## src/ihas_pkg.sv

```systemverilog
`default_nettype none

package ihas_pkg;

  // Build-time defaults and fixed sizes.
  localparam int unsigned BACKLOG_DEPTH_DEF = 16;
  localparam int unsigned WALK_MAX = 16;
  localparam int unsigned QUEUE_DEPTH = 2;

  // Register file of the configuration port.
  localparam int unsigned APB_AW = 3;
  localparam logic REG_BACKLOG_DEPTH = 1'b0;
  localparam logic [4:0] DEPTH_RESET = 5'd16;

  // Header field constants.
  localparam logic [3:0] HL_MIN = 4'd5;
  localparam logic [7:0] TOS_LIMIT = 8'd32;
  localparam logic [7:0] PROTO_ICMP = 8'd1;
  localparam logic [7:0] PROTO_IGMP = 8'd2;
  localparam logic [7:0] PROTO_TCP = 8'd6;
  localparam logic [7:0] PROTO_UDP = 8'd17;
  localparam logic [15:0] PRIVATE_NET = 16'hC0A8;
  localparam logic [7:0] MARTIAN_TOP = 8'd223;
  localparam logic [7:0] LOOPBACK_NET = 8'd127;

  // Anomaly flag bit positions.
  localparam int unsigned FLAG_HL = 0;
  localparam int unsigned FLAG_TOS = 1;
  localparam int unsigned FLAG_SHORT = 2;
  localparam int unsigned FLAG_FRAG = 3;
  localparam int unsigned FLAG_RSVD = 4;
  localparam int unsigned FLAG_PROTO = 5;

  // Prefix lengths.
  localparam logic [5:0] PLEN_NONE = 6'd0;
  localparam logic [5:0] PLEN_8 = 6'd8;
  localparam logic [5:0] PLEN_16 = 6'd16;
  localparam logic [5:0] PLEN_24 = 6'd24;
  localparam logic [5:0] PLEN_32 = 6'd32;

  // Strength of an address rule that fired before the equality chain.
  localparam logic [1:0] LEVEL_NONE = 2'd0;
  localparam logic [1:0] LEVEL_SPECIAL = 2'd1;
  localparam logic [1:0] LEVEL_PRIVATE = 2'd2;

  // A classified header as it travels from the front to the back.
  typedef struct packed {
    logic [3:0]  header_words;
    logic [7:0]  service_type;
    logic [31:0] source_address;
    logic [31:0] dest_address;
    logic [5:0]  fixed_flags;
    logic        src_ones;
    logic [5:0]  src_len;
    logic [1:0]  src_level;
    logic        dst_ones;
    logic [5:0]  dst_len;
    logic [1:0]  dst_level;
  } ihas_item_t;

  // One stored header in the backlog ring.
  typedef struct packed {
    logic [3:0]  hl;
    logic [7:0]  tos;
    logic [31:0] src;
    logic [31:0] dst;
  } ihas_entry_t;

  // One signature word.
  typedef struct packed {
    logic [3:0]  count;
    logic [5:0]  flags;
    logic [3:0]  slot;
    logic [5:0]  src_len;
    logic [31:0] src_prefix;
    logic [5:0]  dst_len;
    logic [31:0] dst_prefix;
  } ihas_sig_t;

  // Control from the register file to the back.
  typedef struct packed {
    logic       clear;
    logic [4:0] limit;
  } ihas_ctrl_t;

  // Ring size actually used for a given backlog parameter.
  function automatic int unsigned ihas_ring_size(input int unsigned depth);
    return (depth < WALK_MAX) ? depth : WALK_MAX;
  endfunction

  function automatic logic ihas_is_martian(input logic [31:0] a);
    return (a[31:24] > MARTIAN_TOP) || (a[31:24] == LOOPBACK_NET) || (a[31:24] == 8'd0);
  endfunction

  function automatic logic [31:0] ihas_prefix_mask(input logic [5:0] len);
    logic [31:0] m;
    unique case (len)
      PLEN_32: m = 32'hFFFF_FFFF;
      PLEN_24: m = 32'hFFFF_FF00;
      PLEN_16: m = 32'hFFFF_0000;
      PLEN_8:  m = 32'hFF00_0000;
      default: m = 32'h0000_0000;
    endcase
    return m;
  endfunction

  // Equality chain against a stored address; earlier rules block short steps.
  function automatic logic [5:0] ihas_prefix_len(input logic [31:0] a,
                                                 input logic [31:0] old,
                                                 input logic ones,
                                                 input logic [5:0] rule_len,
                                                 input logic [1:0] level);
    logic [5:0] len;
    len = rule_len;
    if (ones) begin
      len = PLEN_32;
    end else if (a == old) begin
      len = PLEN_32;
    end else if ((a[31:8] == old[31:8]) && (level <= LEVEL_PRIVATE)) begin
      len = PLEN_24;
    end else if ((a[31:16] == old[31:16]) && (level <= LEVEL_SPECIAL)) begin
      len = PLEN_16;
    end else if (a[31:24] == old[31:24]) begin
      len = PLEN_8;
    end
    return len;
  endfunction

  function automatic logic [3:0] ihas_popcount6(input logic [5:0] v);
    logic [3:0] n;
    n = 4'd0;
    for (int b = 0; b < 6; b++) begin
      n = n + {3'd0, v[b]};
    end
    return n;
  endfunction

endpackage

`default_nettype wire

```

## src/ihas_front.sv

```systemverilog
`default_nettype none

module ihas_front
  import ihas_pkg::*;
(
  input  wire logic        clk,
  input  wire logic        rst,
  input  wire logic        in_valid,
  output logic             in_stall,
  input  wire logic [3:0]  header_words,
  input  wire logic [7:0]  service_type,
  input  wire logic [15:0] total_length,
  input  wire logic [15:0] fragment_word,
  input  wire logic [7:0]  protocol,
  input  wire logic [31:0] source_address,
  input  wire logic [31:0] dest_address,
  output logic             item_valid,
  input  wire logic        item_stall,
  output ihas_item_t       item
);

  ihas_item_t cls;
  logic [16:0] frag_end;
  logic        take;

  // Classify the header: flags and address rules that need no stored header.
  always_comb begin
    frag_end = {1'b0, fragment_word[12:0], 3'b000} + {1'b0, total_length};
    cls = '0;
    cls.header_words = header_words;
    cls.service_type = service_type;
    cls.source_address = source_address;
    cls.dest_address = dest_address;
    cls.fixed_flags[FLAG_HL] = header_words < HL_MIN;
    cls.fixed_flags[FLAG_SHORT] = total_length < {10'd0, header_words, 2'b00};
    cls.fixed_flags[FLAG_FRAG] = frag_end[16];
    cls.fixed_flags[FLAG_RSVD] = fragment_word[15];
    cls.fixed_flags[FLAG_PROTO] = (protocol != PROTO_TCP) && (protocol != PROTO_UDP) &&
                                  (protocol != PROTO_ICMP) && (protocol != PROTO_IGMP);

    // Source rules: martian, then the private /16 overrides it.
    cls.src_ones = &source_address;
    cls.src_len = PLEN_NONE;
    cls.src_level = LEVEL_NONE;
    if (ihas_is_martian(source_address)) begin
      cls.src_len = PLEN_8;
      cls.src_level = LEVEL_SPECIAL;
    end
    if (source_address[31:16] == PRIVATE_NET) begin
      cls.src_len = PLEN_16;
      cls.src_level = LEVEL_PRIVATE;
    end

    // Destination rules: network address, then martian overrides it.
    cls.dst_ones = &dest_address;
    cls.dst_len = PLEN_NONE;
    cls.dst_level = LEVEL_NONE;
    if (dest_address[7:0] == 8'd0) begin
      cls.dst_len = PLEN_32;
      cls.dst_level = LEVEL_SPECIAL;
    end
    if (ihas_is_martian(dest_address)) begin
      cls.dst_len = PLEN_8;
      cls.dst_level = LEVEL_SPECIAL;
    end
  end

  assign take = !item_valid || !item_stall;
  assign in_stall = !take;

  // Output register of the front.
  always_ff @(posedge clk) begin
    if (rst) begin
      item_valid <= 1'b0;
    end else if (take) begin
      item_valid <= in_valid;
      item <= cls;
    end
  end

endmodule

`default_nettype wire

```

## src/ihas_queue.sv

```systemverilog
`default_nettype none

module ihas_queue
  import ihas_pkg::*;
(
  input  wire logic       clk,
  input  wire logic       rst,
  input  wire logic       push_valid,
  output logic            push_stall,
  input  wire ihas_item_t push_item,
  output logic            head_valid,
  input  wire logic       pop,
  output ihas_item_t      head_item
);

  localparam int unsigned QW = (QUEUE_DEPTH > 1) ? $clog2(QUEUE_DEPTH) : 1;
  localparam int unsigned FW = $clog2(QUEUE_DEPTH + 1);

  ihas_item_t slots [QUEUE_DEPTH];
  logic [QW-1:0] wr_ptr;
  logic [QW-1:0] rd_ptr;
  logic [FW-1:0] fill;
  logic          do_push;
  logic          do_pop;

  assign push_stall = (fill == FW'(QUEUE_DEPTH));
  assign head_valid = (fill != '0);
  assign head_item = slots[rd_ptr];
  assign do_push = push_valid && !push_stall;
  assign do_pop = pop && head_valid;

  // Pointer and fill bookkeeping.
  always_ff @(posedge clk) begin
    if (rst) begin
      wr_ptr <= '0;
      rd_ptr <= '0;
      fill <= '0;
    end else begin
      if (do_push) begin
        wr_ptr <= (wr_ptr == QW'(QUEUE_DEPTH - 1)) ? '0 : wr_ptr + 1'b1;
      end
      if (do_pop) begin
        rd_ptr <= (rd_ptr == QW'(QUEUE_DEPTH - 1)) ? '0 : rd_ptr + 1'b1;
      end
      if (do_push && !do_pop) begin
        fill <= fill + 1'b1;
      end else if (do_pop && !do_push) begin
        fill <= fill - 1'b1;
      end
    end
  end

  // Storage of queued words.
  always_ff @(posedge clk) begin
    if (do_push) begin
      slots[wr_ptr] <= push_item;
    end
  end

endmodule

`default_nettype wire

```

## src/ihas_back.sv

```systemverilog
`default_nettype none

module ihas_back
  import ihas_pkg::*;
#(
  parameter int unsigned BACKLOG_DEPTH = BACKLOG_DEPTH_DEF
) (
  input  wire logic       clk,
  input  wire logic       rst,
  input  wire ihas_ctrl_t ctrl,
  input  wire logic       head_valid,
  input  wire ihas_item_t head_item,
  output logic            head_pop,
  output logic            out_valid,
  input  wire logic       out_stall,
  output ihas_sig_t       out_sig,
  output logic            out_last
);

  localparam int unsigned RING_SIZE = ihas_ring_size(BACKLOG_DEPTH);
  localparam int unsigned RING_AW = (RING_SIZE > 1) ? $clog2(RING_SIZE) : 1;

  ihas_entry_t ring [RING_SIZE];
  ihas_entry_t rd_data;
  ihas_entry_t new_entry;

  ihas_item_t cur;
  logic       busy;
  logic [4:0] idx;
  logic [3:0] slot;
  logic       rd_valid;
  logic [3:0] rd_idx;
  logic       pend_valid;
  ihas_sig_t  pend;
  logic [4:0] kept_count;
  logic [3:0] oldest_slot;

  logic       out_free;
  logic       go;
  logic       walk_more;
  logic       finish;
  logic       start;
  logic       rd_en;
  logic [3:0] slot_next;
  logic [3:0] oldest_next;
  logic [4:0] wr_sum;
  logic [4:0] wr_slot;
  logic [5:0] flags;
  logic [5:0] slen;
  logic [5:0] dlen;
  logic [3:0] cnt;
  logic       emit;
  ihas_sig_t  sig;

  // Walk control: one ring read per cycle unless the output stalls; the pending word waits for the next one.
  assign out_free = !out_valid || !out_stall;
  assign go = !pend_valid || out_free;
  assign walk_more = busy && (idx < kept_count);
  assign finish = busy && go && !walk_more && !rd_valid;
  assign start = !busy && head_valid;
  assign head_pop = start;
  assign rd_en = busy && go && walk_more;

  assign slot_next = (({1'b0, slot} + 5'd1) == ctrl.limit) ? 4'd0 : slot + 4'd1;
  assign oldest_next = (({1'b0, oldest_slot} + 5'd1) == ctrl.limit) ? 4'd0
                                                                     : oldest_slot + 4'd1;
  assign wr_sum = {1'b0, oldest_slot} + kept_count;
  assign wr_slot = (kept_count < ctrl.limit) ?
                   ((wr_sum >= ctrl.limit) ? wr_sum - ctrl.limit : wr_sum) :
                   {1'b0, oldest_slot};

  always_comb begin
    new_entry.hl = cur.header_words;
    new_entry.tos = cur.service_type;
    new_entry.src = cur.source_address;
    new_entry.dst = cur.dest_address;
  end

  // Score the new header against the stored one held in the registered read data.
  always_comb begin
    flags = cur.fixed_flags;
    if ((rd_data.hl == cur.header_words) && (cur.header_words != HL_MIN)) begin
      flags[FLAG_HL] = 1'b1;
    end
    if ((rd_data.tos == cur.service_type) && (cur.service_type > TOS_LIMIT)) begin
      flags[FLAG_TOS] = 1'b1;
    end
    slen = ihas_prefix_len(cur.source_address, rd_data.src, cur.src_ones,
                           cur.src_len, cur.src_level);
    dlen = ihas_prefix_len(cur.dest_address, rd_data.dst, cur.dst_ones,
                           cur.dst_len, cur.dst_level);
    cnt = ihas_popcount6(flags) + {3'd0, slen != PLEN_NONE} + {3'd0, dlen != PLEN_NONE};
    emit = rd_valid && (cnt != 4'd0);
    sig.count = cnt;
    sig.flags = flags;
    sig.slot = rd_idx;
    sig.src_len = slen;
    sig.src_prefix = cur.source_address & ihas_prefix_mask(slen);
    sig.dst_len = dlen;
    sig.dst_prefix = cur.dest_address & ihas_prefix_mask(dlen);
  end

  // Sequencer, pending word, output register and ring bookkeeping.
  always_ff @(posedge clk) begin
    if (rst) begin
      busy <= 1'b0;
      rd_valid <= 1'b0;
      pend_valid <= 1'b0;
      out_valid <= 1'b0;
      kept_count <= 5'd0;
      oldest_slot <= 4'd0;
    end else begin
      if (out_free) begin
        out_valid <= 1'b0;
      end
      if (ctrl.clear) begin
        kept_count <= 5'd0;
        oldest_slot <= 4'd0;
      end
      if (start) begin
        busy <= 1'b1;
        cur <= head_item;
        idx <= 5'd0;
        slot <= oldest_slot;
      end
      if (busy && go) begin
        rd_valid <= walk_more;
        if (walk_more) begin
          idx <= idx + 5'd1;
          slot <= slot_next;
          rd_idx <= idx[3:0];
        end
        if (emit) begin
          pend <= sig;
          pend_valid <= 1'b1;
          if (pend_valid) begin
            out_valid <= 1'b1;
            out_sig <= pend;
            out_last <= 1'b0;
          end
        end
      end
      if (finish) begin
        busy <= 1'b0;
        pend_valid <= 1'b0;
        if (pend_valid) begin
          out_valid <= 1'b1;
          out_sig <= pend;
          out_last <= 1'b1;
        end
        if (kept_count < ctrl.limit) begin
          kept_count <= kept_count + 5'd1;
        end else begin
          oldest_slot <= oldest_next;
        end
      end
    end
  end

  // Backlog ring: one write port, one registered read port.
  always_ff @(posedge clk) begin
    if (finish) begin
      ring[wr_slot[RING_AW-1:0]] <= new_entry;
    end
  end

  always_ff @(posedge clk) begin
    if (rd_en) begin
      rd_data <= ring[slot[RING_AW-1:0]];
    end
  end

  // Checks on the walk.
  a_count_in_limit: assert property (@(posedge clk) disable iff (rst)
    kept_count <= ctrl.limit)
    else $error("backlog fill exceeds the ring limit");

  a_pend_busy: assert property (@(posedge clk) disable iff (rst)
    pend_valid |-> busy)
    else $error("pending signature outside a walk");

  a_read_busy: assert property (@(posedge clk) disable iff (rst)
    rd_valid |-> busy)
    else $error("ring read data outside a walk");

  a_last_out: assert property (@(posedge clk) disable iff (rst)
    (finish && pend_valid) |=> (out_valid && out_last))
    else $error("final signature of a header not delivered");

endmodule

`default_nettype wire

```

## src/ip_header_anomaly_signature.sv

```systemverilog
`default_nettype none

// IPv4 header anomaly signature engine. Each header word accepted on the input
// is scored against the headers held in a backlog ring, oldest first, and one
// signature word leaves for every stored header that scores above zero; last
// marks the final signature of a header, and a header with no scoring pair
// leaves none. The header then enters the ring. A front stage classifies the
// header and hands it through a two-word queue to the back, which reads one
// ring entry per cycle while the output is not stalled. The ring holds at most
// the clamped ring limit of headers, at most 16. The front keeps accepting
// while the back walks until the queue is full. Writing backlog_depth
// (register 0; the ring limit it sets is clamped to 1..16 and to BACKLOG_DEPTH,
// while the register reads back as written) empties the ring; write it only
// when idle.

module ip_header_anomaly_signature
  import ihas_pkg::*;
#(
  parameter int unsigned BACKLOG_DEPTH = BACKLOG_DEPTH_DEF
) (
  input  wire logic              clk,
  input  wire logic              rst,
  input  wire logic              psel,
  input  wire logic              penable,
  input  wire logic              pwrite,
  input  wire logic [APB_AW-1:0] paddr,
  input  wire logic [31:0]       pwdata,
  output logic [31:0]            prdata,
  output logic                   pready,
  input  wire logic              in_valid,
  output logic                   in_stall,
  input  wire logic [3:0]        header_words,
  input  wire logic [7:0]        service_type,
  input  wire logic [15:0]       total_length,
  input  wire logic [15:0]       fragment_word,
  input  wire logic [7:0]        protocol,
  input  wire logic [31:0]       source_address,
  input  wire logic [31:0]       dest_address,
  output logic                   out_valid,
  input  wire logic              out_stall,
  output logic [3:0]             anomaly_count,
  output logic [5:0]             anomaly_flags,
  output logic [3:0]             matched_slot,
  output logic [5:0]             source_prefix_len,
  output logic [31:0]            source_prefix,
  output logic [5:0]             dest_prefix_len,
  output logic [31:0]            dest_prefix,
  output logic                   last
);

  localparam int unsigned RING_SIZE = ihas_ring_size(BACKLOG_DEPTH);
  localparam logic [4:0] RING_LIMIT = 5'(RING_SIZE);

  logic [4:0] backlog_depth;
  logic [4:0] limit;
  logic [4:0] limit_next;
  logic       wr_hit;
  ihas_ctrl_t ctrl;

  logic       item_valid;
  logic       item_stall;
  ihas_item_t item;
  logic       head_valid;
  logic       head_pop;
  ihas_item_t head_item;
  ihas_sig_t  sig;

  // Register file: backlog depth plus the clamped ring limit it implies.
  assign pready = 1'b1;
  assign wr_hit = psel && penable && pwrite && pready && (paddr[2] == REG_BACKLOG_DEPTH);
  assign limit_next = (pwdata[4:0] == 5'd0) ? 5'd1 :
                      (pwdata[4:0] > RING_LIMIT) ? RING_LIMIT : pwdata[4:0];
  assign prdata = (paddr[2] == REG_BACKLOG_DEPTH) ? {27'd0, backlog_depth} : 32'd0;

  always_ff @(posedge clk) begin
    if (rst) begin
      backlog_depth <= DEPTH_RESET;
      limit <= RING_LIMIT;
    end else if (wr_hit) begin
      backlog_depth <= pwdata[4:0];
      limit <= limit_next;
    end
  end

  assign ctrl.clear = wr_hit;
  assign ctrl.limit = limit;

  ihas_front u_front (
    .clk            (clk),
    .rst            (rst),
    .in_valid       (in_valid),
    .in_stall       (in_stall),
    .header_words   (header_words),
    .service_type   (service_type),
    .total_length   (total_length),
    .fragment_word  (fragment_word),
    .protocol       (protocol),
    .source_address (source_address),
    .dest_address   (dest_address),
    .item_valid     (item_valid),
    .item_stall     (item_stall),
    .item           (item)
  );

  ihas_queue u_queue (
    .clk        (clk),
    .rst        (rst),
    .push_valid (item_valid),
    .push_stall (item_stall),
    .push_item  (item),
    .head_valid (head_valid),
    .pop        (head_pop),
    .head_item  (head_item)
  );

  ihas_back #(
    .BACKLOG_DEPTH (BACKLOG_DEPTH)
  ) u_back (
    .clk        (clk),
    .rst        (rst),
    .ctrl       (ctrl),
    .head_valid (head_valid),
    .head_item  (head_item),
    .head_pop   (head_pop),
    .out_valid  (out_valid),
    .out_stall  (out_stall),
    .out_sig    (sig),
    .out_last   (last)
  );

  // Signature word onto its field ports.
  assign anomaly_count = sig.count;
  assign anomaly_flags = sig.flags;
  assign matched_slot = sig.slot;
  assign source_prefix_len = sig.src_len;
  assign source_prefix = sig.src_prefix;
  assign dest_prefix_len = sig.dst_len;
  assign dest_prefix = sig.dst_prefix;

endmodule

`default_nettype wire
```

## config.mk

```make
export PLATFORM = sky130hd
export DESIGN_NAME = ip_header_anomaly_signature
export DESIGN_NICKNAME = d
export VERILOG_FILES = /design/src/ihas_pkg.sv /design/src/ihas_front.sv /design/src/ihas_queue.sv /design/src/ihas_back.sv /design/src/ip_header_anomaly_signature.sv
export SDC_FILE = /design/constraint.sdc
export NUM_CORES = 2
export LEC_CHECK = 0
export BUFFER_PORTS_ARGS = -buffer_cell sky130_fd_sc_hd__buf_2
export CAP_MARGIN = 20
export CORE_MARGIN = 2
export CORE_UTILIZATION = 45
export CTS_BUF_LIST = sky130_fd_sc_hd__clkbuf_8
export DETAILED_ROUTE_END_ITERATION = 16
export PLACE_DENSITY = 0.58
export SLEW_MARGIN = 30
export SYNTH_ARGS = -nofsm -noshare
export SYNTH_HDL_FRONTEND = slang
export SYNTH_SLANG_ARGS = --single-unit
```

## constraint.sdc

```tcl
create_clock -name clk -period 18.9 [get_ports clk]
set_clock_uncertainty 0.15 [all_clocks]
set_input_delay 1.89 -clock clk [delete_from_list [all_inputs] [get_ports clk]]
set_output_delay 1.89 -clock clk [all_outputs]
set_load 0.01 [all_outputs]
```

* Yosys cells after proc, flatten, opt, wreduce, memory -nomap -nowiden
Memories as Yosys holds them, arrays and structs flattened. A register that Yosys moved wholly into a read port is not among the register bits. Index checks and enable logic that the tools add are counted. Widths: inputs -> output; s select.
Storage, ports and cells: register bits 327, output and inout bits 126, input bits 158, memories 2, memory bits (writable) 1414, word-level logic and storage cells 227
Memories:
- u_back.ring | words 16, bits a word 76, rd ports 1, clocked after Yosys merged registers in 1, wr ports 1, RTL line ihas_back.sv:23 | ihas_entry_t ring [RING_SIZE];
- u_queue.slots | words 2, bits a word 99, rd ports 1, clocked after Yosys merged registers in 1, wr ports 1, RTL line ihas_queue.sv:19 | ihas_item_t slots [QUEUE_DEPTH];
Operators by class: add/subtract/negate cells 20, bitwise logic cells 4, magnitude comparators 13, reduce and logical (&&, ||, !) cells 58, equality and inequality tests 29, muxes and demuxes 59
Operators with widths (number):
- $mux 90 | 5
- $pmux 32 s4 | 2
- $mux 6 | 11
- $and 32x32->32 | 2
- $eq 32x32->1 | 2
- $reduce_and 32->1 | 2
- $eq 24x24->1 | 2
- $mux 5 | 9
- $mux 4 | 10
- $eq 16x16->1 | 2
- $add 4x1->4 | 6
- $eq 6x5->1 const B | 4
- $eq 8x8->1 | 3
- $logic_not 8->1 | 3
- $logic_and 1x1->1 | 23
- $mux 1 | 19
- $add 16x16->17 | 1
- $eq 16x16->1 const B | 1
- $eq 8x7->1 const B | 2
- $gt 8x8->1 const B | 2
- $lt 16x6->1 | 1
- $eq 6x4->1 const B | 2
- $eq 6x6->1 const B | 2
- $reduce_bool 6->1 | 2
- other kinds (35) | 65

* Depth between registers and ports, before layout
depth after elaboration 16, mapped depth 18, depth with buffers taken out 16

* Modules after synthesis
A second synthesis with hierarchy kept.
Second synthesis, totals: cell total of the unflattened synthesis 3380, area, all modules 73060.1 um^2
By module, submodules not included:
- ihas_back | area an instance 61555.3 um^2, instances 1, seq. area each 47885.9 um^2, cells each 2762
- ihas_queue | area an instance 7432.1 um^2, instances 1, seq. area each 6105.9 um^2, cells each 336
- ihas_front | area an instance 3414.5 um^2, instances 1, seq. area each 2662.6 um^2, cells each 202
- ip_header_anomaly_signature | area an instance 658.1 um^2, instances 1, seq. area each 200.2 um^2, cells each 80

* Worst setup path after synthesis
OpenSTA, ideal clock, no wires.
kind flip-flop to flip-flop, from register u_back.cur[89] (netlist bit), to register (tool-made name), library setup time 0.541 ns, path buffers 3, arrival time 8.127 ns, stages on the path, launching flop included 18, path slack 10.081 ns, period minus slack after synthesis 8.819 ns, required time 18.209 ns, cells stage by stage edfxtp_1 -> or4_1 -> o21ai_0 -> a211oi_1 -> ha_1 -> fa_1 -> inv_1 -> fa_1 -> inv_1 -> fa_1 -> fa_1 -> xor2_1 -> o41ai_2 -> nor2b_1 -> buf_2 -> buf_6 -> buf_2 -> nor2_1
RTL lines:
- start: declaration | RTL line ihas_back.sv:27 | ihas_item_t cur;
- start signal: assignment | RTL line ihas_back.sv:122 | cur <= head_item;

==> qor.yml <==
synth:
  synth_edf_count: 1828
  ys_ff_latch: 1856
  ys.flop_type: "edfxtp_1"
  synth_area_leader_cell: "edfxtp_1"
  synthDominantCellAreaShare_pct: 76.2
  synth_area_mm2: 0.0720
  ys_async_sr_fraction_pct: 0
  synth_cell_types: 80
  syn_inst: 3843
  seq_area_frac_synth_pct: 77.0
  ys_warn_count: 0
  ys_top_cells_by_area: "edfxtp_1 (76%), mux4_2 (4.8%), mux2i_1 (4.4%)"
  synth_commonest_cells: "edfxtp_1 (1828), mux2i_1 (317), o21ai_0 (169)"
  avgSynthCellArea_um2: 18.7
  synth.most_common_cell: "edfxtp_1"
sta:
  slew_violations: 0
  rsz0062_at_grt: "no"
  max_slew_margin_pct: 31.5
  fin_crit_ns: 7.29
  max_freq_ghz: 0.137
  post-route-period-util_pct: 38.6
  whs_ns: 0.268
  worstMarginPinSlew_ns: 1.03
  setup_viol: 0
  setup_tns_ns: 0
  hold_viol_final: 0
global_routing:
  use_met1_pct: 27.7
  grt_use_total_pct: 20.7
  antenna_found_initial: 2
  grt_start_max_net_pins: 157
  grt_pass1_wl_um: 246000
  grt.overflow.total: 0
  grt_pass1_vias: 37232
  grtUsageMet2_pct: 34.2
  top_usage_layer: "met2"
  grtUsageMet3_pct: 3.63
cts:
  path_clk_slew_ns: 0.06
  clkLatencyLatePin_ns: 1.00
  postCtsHoldBufs: 0
  cts_max_level: 5
  cts_sinks: 1856
  cts_resized: 0
  numCtsBuffers: 320
  clockBufferDepth: 4
  cts_tree: "built"
  cts_setup_buffers: 0
  cts_root_buffer: "clkbuf_8"
setup_path:
  crit_arrival_ns: 7.81
  cpPeakStageDelay_ns: 0.78
  end_kind: "flip-flop"
  critPathSlowestCell: "edfxtp_1"
  cp_top_family: "adder cells"
  crit_top_cell: "fa_1"
  worstPathRequired_ns: 19.42
  worst-path-buf-inv: 5
  crit_path_max_fanout: 44
  crit_type: "reg -> reg"
  worst_setup_path_start_kind: "flip-flop"
  crit_chain: "xor2_1, nor4_1, nand2_1, inv_1, or4_1, fa_1, inv_1, fa_1, inv_1, fa_1, fa_1, o41ai_2, nor2b_4, buf_4, buf_4, nor2_1, and2_1"
place:
  dp_hpwl_um: 88100
  dpl-instance-area_mm2: 0.0759
  numPortBuffers: 222
  gp_congestion: 0.755
floorplan:
  rows: 146
  start_util_pct: 45.4
  fp.dieW_um: 404
  core_mm2: 0.159
  fp.dieH_um: 404
  io_pins: 284
  dieArea_mm2: 0.163
drt:
  wl_per_cell_um: 25.8
  wirelength_um: 170000
  vias: 36617
  avgViaCountPerCell: 5.56
  drc_errors: 0
  first_pass_iters: 5
  dr.first_iter.drc_count: 2910
  ant_nets: 0
power_and_ir_drop:
  leakage_nw: 27.2
  p_total_mw: 11.2
  ir_drop_mv: 0.175
  power-per-cell-area_mw_per_mm2: 137
final_layout:
  fin_area_mm2: 0.0814
  areaGrowthSynthToFinish_pct: 12.9
  drive_above_1_share_pct: 22.9
  final_nets: 4507
worst_hold_path:
  min_path_type: "reg -> reg"
status:
  status: "finished clean"
flow_run:
  drv_cap: 0
[through the flow]
step                      utilization, %  setup WS (ns)  std cells
after global routing                51.2          11.16       6590
final                               51.2          11.61       6590
after floorplan                        -          10.08       3869
after detailed placement            47.8          11.55       6052
after CTS                           51.2          11.49       6586
after global placement              47.7          11.62       6044
[state kept, by name, summed over array words and instances, names as in the netlist, 2 cells and up, named ones only]
signal              cells
limit                   5
u_back.oldest_slot      4
u_back.idx              5
u_back.cur             87
u_back.rd_data         76
u_queue.slots         174
u_front.item           87
backlog_depth           5
u_back.slot             4
u_back.ring          1216
u_back.rd_idx           4
u_back.kept_count       5
u_queue.fill            2
u_back.pend            84
[worst register-to-register path, cell delays in order (launching register included)]
cell and delay [ns]:
edfxtp_1 0.78, xor2_1 0.21, nor4_1 0.07, nand2_1 0.22, inv_1 0.09, or4_1 0.63
fa_1 0.60, inv_1 0.05, fa_1 0.47, inv_1 0.04, fa_1 0.41, fa_1 0.53
o41ai_2 0.78, nor2b_4 0.31, buf_4 0.56, buf_4 0.66, nor2_1 0.21, and2_1 0.21
[worst paths after layout]
kind                                       start              endpoint  slack [ns]  cells after the start
worst max-delay path              u_back.cur[49]             flip-flop       11.61                     17
worst min-delay path            u_front.item[91]  u_queue.slots[1][89]        0.27                      0
worst max register to register    u_back.cur[49]             flip-flop       11.61                     17
worst min register to register  u_front.item[91]  u_queue.slots[1][89]        0.27                      0
[power breakdown]
| part | total (mW) | internal [mW] | leakage [nW] | switching (mW) |
|---|---|---|---|---|
| logic | 2.63 | 1.04 | 7.23 | 1.59 |
| clock network | 3.19 | 1.65 | 3.15 | 1.55 |
| registers | 5.35 | 5.09 | 16.9 | 0.265 |
| total | 11.2 | 7.78 | 27.2 | 3.40 |
[layer usage]
layer	vias up	share of wire, %
met2	1074	49
met4	0	2.9
met3	321	5.2
met1	18962	43
met5	-	0
li1	16260	-
[cells in the final DEF (no fill, tap or decap), types with 8 or more instances in the layout]
cell / instances
nor2_4: 21
a22oi_1: 78
a21o_1: 12
nor4_1: 20
xor2_1: 42
nand3_1: 21
nor2_1: 130
nand2_1: 129
mux2i_1: 317
o21ai_0: 169
ha_1: 40
conb_1: 28
buf_2: 222
clkinv_1: 73
dfxtp_1: 26
mux2_2: 163
clkbuf_8: 324
inv_1: 130
nor3_1: 9
a21oi_1: 113
buf_4: 67
nor2b_1: 47
edfxtp_1: 1828
xnor2_1: 51
nand4_1: 27
and2_1: 33
mux4_2: 152
clkinv_2: 28
nand2b_1: 8
buf_6: 8
a221oi_1: 77
[logic make-up (layout without fill, tap and decap cells)]
family	Yosys count	in the layout	share of synthesized area [%]
fa+ha+maj	46	46	0.861
flops	1856	1856	77.0
xor+xnor	94	94	1.16
simple gates	482	482	3.24
mux	632	632	11.7
compound gates	501	501	4.47
buf+inv	230	876	1.59
other cells	2	31	0.0104
[final cells by class]
class / instances / area, µm²
fill: 12836 / 77400
antenna: 3 / 7.51
sequential: 1856 / 55500
multi-input combinational: 1783 / 15700
tap: 2072 / 2590
clock buffer: 324 / 4460
timing repair buffer: 309 / 2000
inverter: 33 / 126
clock inverter: 210 / 978
No activity file was read; power rests on OpenSTA's default activity.
